### config.mk
export PLATFORM = sky130hd
export DESIGN_NAME = ltc_ctrl
export DESIGN_NICKNAME = d
export VERILOG_FILES = /design/src/hdl/ltc_pkg.sv /design/src/hdl/ltc_ctrl.sv
export SDC_FILE = /design/constraint.sdc
export NUM_CORES = 1
export LEC_CHECK = 0
export BUFFER_PORTS_ARGS = -buffer_cell sky130_fd_sc_hd__buf_4
export CAP_MARGIN = 20
export CORE_AREA = 2 2 39 41
export DETAILED_ROUTE_END_ITERATION = 6
export DIE_AREA = 0 0 41 43
export PLACE_DENSITY = 0.58
export SLEW_MARGIN = 5
export SYNTH_ARGS = -nofsm -noshare
export SYNTH_HDL_FRONTEND = slang
export SYNTH_SLANG_ARGS = --single-unit
### constraint.sdc
create_clock -name i_clk -period 1.2 [get_ports i_clk]
set_input_delay 0.12 -clock i_clk [delete_from_list [all_inputs] [get_ports i_clk]]
set_output_delay 0.12 -clock i_clk [all_outputs]
set_load 0.02 [all_outputs]
### src/hdl/ltc_pkg.sv
// shared types and constants of the lru translation cache
`timescale 1ns / 1ps

package ltc_pkg;

    localparam int LTC_ENTRIES = 64;
    localparam int LTC_CFG_IW  = 2;
    localparam int LTC_CFG_DW  = 32;

    localparam logic [LTC_CFG_IW-1:0] CFG_CAPACITY     = 2'd0;
    localparam logic [LTC_CFG_IW-1:0] CFG_STREAM_LIMIT = 2'd1;
    localparam logic [LTC_CFG_IW-1:0] CFG_PASID_LIMIT  = 2'd2;

    localparam logic [6:0]  CAPACITY_RESET     = 7'd64;
    localparam logic [31:0] STREAM_LIMIT_RESET = 32'hFFFF_FFFF;
    localparam logic [19:0] PASID_LIMIT_RESET  = 20'hF_FFFF;
    localparam logic [31:0] COUNTER_MAX        = 32'hFFFF_FFFF;

    typedef enum logic [2:0] {
        OP_LOOKUP     = 3'd0,
        OP_INSERT     = 3'd1,
        OP_INV_KEY    = 3'd2,
        OP_INV_STREAM = 3'd3,
        OP_INV_SP     = 3'd4,
        OP_INV_SEC    = 3'd5,
        OP_INV_ALL    = 3'd6,
        OP_RST_STATS  = 3'd7
    } t_op;

    typedef enum logic [1:0] {
        ST_OK         = 2'd0,
        ST_BAD_STREAM = 2'd1,
        ST_BAD_PASID  = 2'd2,
        ST_MISS       = 2'd3
    } t_status;

    typedef enum logic [2:0] {
        S_IDLE,
        S_MATCH,
        S_EXEC,
        S_ALLOC,
        S_DROP,
        S_READ,
        S_DONE
    } t_state;

    typedef struct packed {
        t_op         opcode;
        logic [31:0] stream_id;
        logic [19:0] pasid;
        logic [47:0] iova;
        logic [1:0]  security_state;
        logic [51:0] new_physical_address;
        logic [2:0]  new_permissions;
        logic [63:0] new_timestamp;
    } t_in_item;

    typedef struct packed {
        logic        hit;
        t_status     status;
        logic [51:0] physical_address;
        logic [2:0]  permissions;
        logic [63:0] entry_timestamp;
        logic [6:0]  entry_count;
        logic [31:0] hit_total;
        logic [31:0] miss_total;
    } t_out_item;

    typedef struct packed {
        logic [51:0] pa;
        logic [2:0]  perm;
        logic [63:0] ts;
    } t_entry_data;

    typedef struct packed {
        logic [6:0]  capacity;
        logic [31:0] stream_limit;
        logic [19:0] pasid_limit;
    } t_cfg;

    typedef struct packed {
        logic load;
        logic match;
        logic touch;
        logic mem_rd;
        logic mem_wr;
        logic evict;
        logic alloc;
        logic drop;
        logic clear_all;
        logic finish;
    } t_cmd;

    typedef struct packed {
        t_op  op;
        logic any_match;
        logic limit_err;
        logic full;
        logic need_trim;
    } t_stat;

endpackage

### src/hdl/ltc_ctrl.sv
// controller state machine of the lru translation cache
`timescale 1ns / 1ps

module ltc_ctrl
    import ltc_pkg::*;
(
    input  logic  i_clk,
    input  logic  i_rst_n,
    input  logic  i_in_valid,
    output logic  o_in_ready,
    output logic  o_out_valid,
    input  logic  i_out_ready,
    input  logic  i_cfg_we,
    input  t_stat i_stat,
    output t_cmd  o_cmd
);

    t_state r_state, n_state;

    always_ff @(posedge i_clk) begin
        if (!i_rst_n) begin
            r_state <= S_IDLE;
        end else begin
            r_state <= n_state;
        end
    end

    always_comb begin
        n_state     = r_state;
        o_cmd       = '0;
        o_in_ready  = 1'b0;
        o_out_valid = 1'b0;
        unique case (r_state)
            S_IDLE: begin
                o_in_ready = !i_cfg_we && !i_stat.need_trim;
                if (i_stat.need_trim) begin
                    o_cmd.evict = 1'b1;
                end else if (o_in_ready && i_in_valid) begin
                    o_cmd.load = 1'b1;
                    n_state    = S_MATCH;
                end
            end
            S_MATCH: begin
                o_cmd.match = 1'b1;
                n_state     = S_EXEC;
            end
            S_EXEC: begin
                unique case (i_stat.op)
                    OP_LOOKUP: begin
                        if (i_stat.limit_err || !i_stat.any_match) begin
                            o_cmd.finish = 1'b1;
                            n_state      = S_DONE;
                        end else begin
                            o_cmd.touch  = 1'b1;
                            o_cmd.mem_rd = 1'b1;
                            n_state      = S_READ;
                        end
                    end
                    OP_INSERT: begin
                        if (i_stat.any_match) begin
                            o_cmd.touch  = 1'b1;
                            o_cmd.mem_wr = 1'b1;
                            o_cmd.finish = 1'b1;
                            n_state      = S_DONE;
                        end else begin
                            o_cmd.evict = i_stat.full;
                            n_state     = S_ALLOC;
                        end
                    end
                    OP_INV_KEY, OP_INV_STREAM, OP_INV_SP, OP_INV_SEC: begin
                        n_state = S_DROP;
                    end
                    OP_INV_ALL: begin
                        o_cmd.clear_all = 1'b1;
                        o_cmd.finish    = 1'b1;
                        n_state         = S_DONE;
                    end
                    OP_RST_STATS: begin
                        o_cmd.finish = 1'b1;
                        n_state      = S_DONE;
                    end
                    default: begin
                        n_state = S_DONE;
                    end
                endcase
            end
            S_ALLOC: begin
                o_cmd.alloc  = 1'b1;
                o_cmd.mem_wr = 1'b1;
                o_cmd.finish = 1'b1;
                n_state      = S_DONE;
            end
            S_DROP: begin
                if (i_stat.any_match) begin
                    o_cmd.drop = 1'b1;
                end else begin
                    o_cmd.finish = 1'b1;
                    n_state      = S_DONE;
                end
            end
            S_READ: begin
                o_cmd.finish = 1'b1;
                n_state      = S_DONE;
            end
            S_DONE: begin
                o_out_valid = 1'b1;
                if (i_out_ready) begin
                    n_state = S_IDLE;
                end
            end
            default: begin
                n_state = S_IDLE;
            end
        endcase
    end

endmodule

Yosys cells after proc, flatten, opt, wreduce, memory -nomap -nowiden
Index checks and enable logic that the tools add are counted.
{"block": "classes", "n_eq_ne": 17, "n_mux": 32, "n_reduce_logical": 12}
{"cell": "equality test 3 bit, second input constant", "n": 7}
{"cell": "case mux 3 bit (6 select lines)", "n": 1}
{"cell": "2-to-1 mux 1 bit", "n": 16}
{"cell": "2-to-1 mux 3 bit", "n": 5}
{"cell": "equality test 3 x 2 -> 1 bit, second input constant", "n": 4}
{"cell": "case mux 3 bit (4 select lines)", "n": 1}
{"cell": "2-to-1 mux 2 bit", "n": 4}
{"cell": "!= test 2 bit, second input constant", "n": 4}
{"cell": "equality test 3 x 1 -> 1 bit, second input constant", "n": 2}
{"cell": "zero test 3 bit", "n": 2}
{"cell": "case mux 1 bit (2 select lines)", "n": 3}
{"cell": "case mux 1 bit (3 select lines)", "n": 2}
{"cell": "AND reduction 4 bit", "n": 1}
{"cell": "OR reduction 2 bit", "n": 2}
{"cell": "OR reduction 4 bit", "n": 1}
{"cell": "zero test 1 bit", "n": 3}
{"cell": "logical AND 1 bit", "n": 2}
{"cell": "logical OR 1 bit", "n": 1}
{"block": "word_totals", "ff_bits": 3, "input_bits": 12, "out_inout_bits": 12, "elab_cells": 62}

Depth between registers and ports, before layout
{"block": "logic_depth", "word_depth": 6, "ltp_mapped": 4, "mapped_depth_nobuf": 4}

Worst setup path before layout
OpenSTA, ideal clock, no wires.
{"block": "synth_path", "path_type": "register -> output", "startpoint": "register r_state[1]", "endpoint": "output o_cmd[7] in the netlist's numbering", "t_arrival_ps": 1731, "t_required_ps": 1080, "setup_slack_ps": -651, "path_stages_with_launch": 4, "path_buffers": 0, "path_cell_list": "dfxtp_1 nor2b_1 nand2_1 a2111oi_0"}
{"element": "start, declared", "line": "ltc_ctrl.sv:18", "source": "t_state r_state, n_state;"}
{"element": "start signal, assigned", "line": "ltc_ctrl.sv:24", "source": "r_state <= n_state;"}
{"element": "end, declared", "line": "ltc_ctrl.sv:15", "source": "output t_cmd o_cmd"}

==> impl_results.md <==
* Clock Power Share at 32.5%
* Peak VDD IR at ~370 µV
* Post-synth top area cell: dfxtp_1
* Worst slew pin tran at 0.295 ns
* Yosys top cell area share at between 10% and 20%
* Root cell of the clock tree: clkbuf_4
* Core box area at 1380 µm²
* GPL Wtd Cong at 0.733
* Hold-fix buffers at CTS at 0
* Final min period at between 1 and 1.5 ns
* Largest net degree at the start of global routing at 15
* Reg power frac at 19.9%
* CP peak stage delay at 0.49 ns
* Gr usage total at 19.4%
* Antenna cell count at 0
* Clock skew at 0.000444 ns
* Pwr Total at 540 µW
* DR DRC count at 0
* Crit Path Class: reg2out
* Fin. max-slew vios at 0
* Sequential fraction of the synthesis area at 16.7%
* DIE AREA at ~1800 µm²
* Crit-path cells: or4_4 -> nor2_4 -> and2_4 -> buf_6
* Initial DRT Pass Iterations at 4
* First-pass GRT wire length at 2410 µm
* FFs w/ async S/R, synth at 0%
* Clock Latency Late Sink at 0.23 ns
* Number of synthesized flops with an enable pin at 0
* I/O Pins at 24
* Hold Vio Cnt, Final at 0
* Fraction of layout cells with a size suffix above 1 at a little under 80%
* Failing checks: negative setup slack
* CTS tree: built
* DIE WIDTH at 41 µm
* Placed Cells at 97
* Internal Power at around 360 µW
* Clk pin slew, worst setup/hold paths at roughly 0.04 ns
* Vias at 570
* Worst-case clock buffer depth at 2
* Mean Syn Cell Area at roughly 7 µm²
* Psw at 176 µW
* Area Overhead vs Synth at 160%
* Largest Register: r_state
* Setup TNS at -2.38 ns
* Top FF cell, synth: dfxtp_1
* Largest registers: r_state: 3 flops
* Total gr overflow at 0
* Top cells by area, synth: dfxtp_1 17%, nand2_1 6.3%, and2_1 5.2%
* Rel. slew slack at 80.3%
* Worst Path Required at 1.08 ns
* Cells after Synth at 51
* Final period utilization at 124%
* Final WS setup at -0.287 ns
* Wirelength, routed at roughly 1600 µm
* Initial antenna violation count at 0
* Achievable Freq at just under 700 MHz
* Antenna-violating nets left at 0
* Cell variety after synth at 29
* # clock sinks at 3
* H-tree depth at 1
* Core Rows at 14
* Critical Path Start Type: register
* Routed wire per std cell at approximately 14 µm
* Starting density of the core at 26.0%
* CP endpoint kind: output port
* Die Y at 43 µm
* Post-DP HPWL at 896 µm
* Largest register FFs at 3
* Leak at ~0.00042 µW
* Number of global-route vias before repair at between 500 and 600
* TritonCTS Buffers at 3
* Flip-flop and latch count after synthesis at 3
* Critical path fanouts, max at 2
* Power Density at 578 nW/µm²
* Comb power frac at 47.6%
* Slowest CP cell: or4_4
* Mapped Nets at 63
* Post-layout nets at 109
* Critical path arrival at around 1.4 ns
* Iter 0 DRT Violations at 7
* Hold crit path type: in2reg
* Status: complete, but fails checks
* Vias per inst at 5.09
* Finished Layout Cells at 112
* Synthesized cell area at 360 µm²
* Max-cap violation count at 0
* Yosys warns at 0
* Final core utilization at 67.6%
* Setup-failing EPs final at 14
* Port buffer count at 23
* Switching Share at 32.6%
* # fillers at 106
* Pre-CTS WS at -0.122 ns
* RSZ-0062 raised after global routing: yes
metal layers:
metal,share of wire [%],global-route usage [%],vias up
li1,-,-,276
met1,37,23.3,273
met2,56,34.1,17
met3,4.4,1.57,4
met4,2.3,6.00,0
met5,0,0,-
worst paths after layout:
check	startpoint	endpoint	slack [ns]	cells past startpoint
hold / removal	i_rst_n	r_state[1]$_SDFFE_PN0P_	0.14	2
setup / recovery	r_state[2]$_SDFFE_PN0P_	o_cmd[9]	-0.29	4
setup reg to reg	r_state[1]$_SDFFE_PN0P_	r_state[0]$_SDFFE_PN0P_	-0.19	5
hold reg to reg	r_state[2]$_SDFFE_PN0P_	r_state[0]$_SDFFE_PN0P_	0.68	2
Yosys cell counts (2+ instances only):
cell and number:
dfxtp_1 3, nor3b_1 2, inv_1 3, a21oi_1 3, nand2_1 6, a32oi_1 2, nor2_1 2, nor2b_1 2
nor4_1 2, nor3_1 2, or2b_1 2, and2_1 3, nand2b_1 2, clkbuf_1 2
worst max-delay path: cells and delay by family (launching register included):
kind                   cells  cell delay (ns)
AND/OR/NAND/NOR            3             0.73
flip-flops                 1             0.31
buffers and inverters      1             0.11
cell usage in the layout, fill, tap and decap left out, types with 2 or more instances in the layout:
cell type	instances
nor3b_2	2
dfxtp_2	2
clkbuf_4	3
buf_4	32
nand2_1	4
buf_6	11
inv_1	3
or2b_1	2
and2_4	3
a21oi_2	2
nor3_2	2
nor4_4	2
nor2b_4	2
nor2_4	2
logic make-up after synthesis:
group	after synthesis	synth area share (%)
and+or+nand+nor	29	50.3
AOI/OAI and AO/OA	12	23.3
DFF	3	16.7
buffers and inverters	6	6.60
muxes	1	3.12
power groups by stage:
stage	clock, µW	sequential (µW)	combinational, µW
floorplan	0	111	92.7
global placement	0	109	186
detailed placement	0	109	186
CTS	183	108	228
global route	189	108	274
finish	175	108	257
per-stage QoR:
| step | hold slack [ns] | area (µm²) |
|---|---|---|
| after floorplan | 0.238 | 424 |
| final | 0.141 | 936 |
| after global placement | 0.359 | 678 |
| after CTS | 0.118 | 857 |
| after global routing | 0.144 | 936 |
| after detailed placement | 0.353 | 678 |
area by class of cell:
type	instances	area, µm²	share of cell area [%]
Multi-Input combinational cell	42	433	46.3
Timing Repair Buffer	44	379	40.5
Sequential cell	3	66.3	7.09
Clock buffer	4	26.3	2.81
Tap cell	16	20.0	2.14
Inverter	3	11.3	1.20
timing repair:
action / CTS / global route
setup endpoints to repair: 12 / 14
resized for setup: 26 / 9
buffers inserted: 7 / 4
pin swaps: 8 / 4
Note: power is estimated with default switching activity, not from simulation.
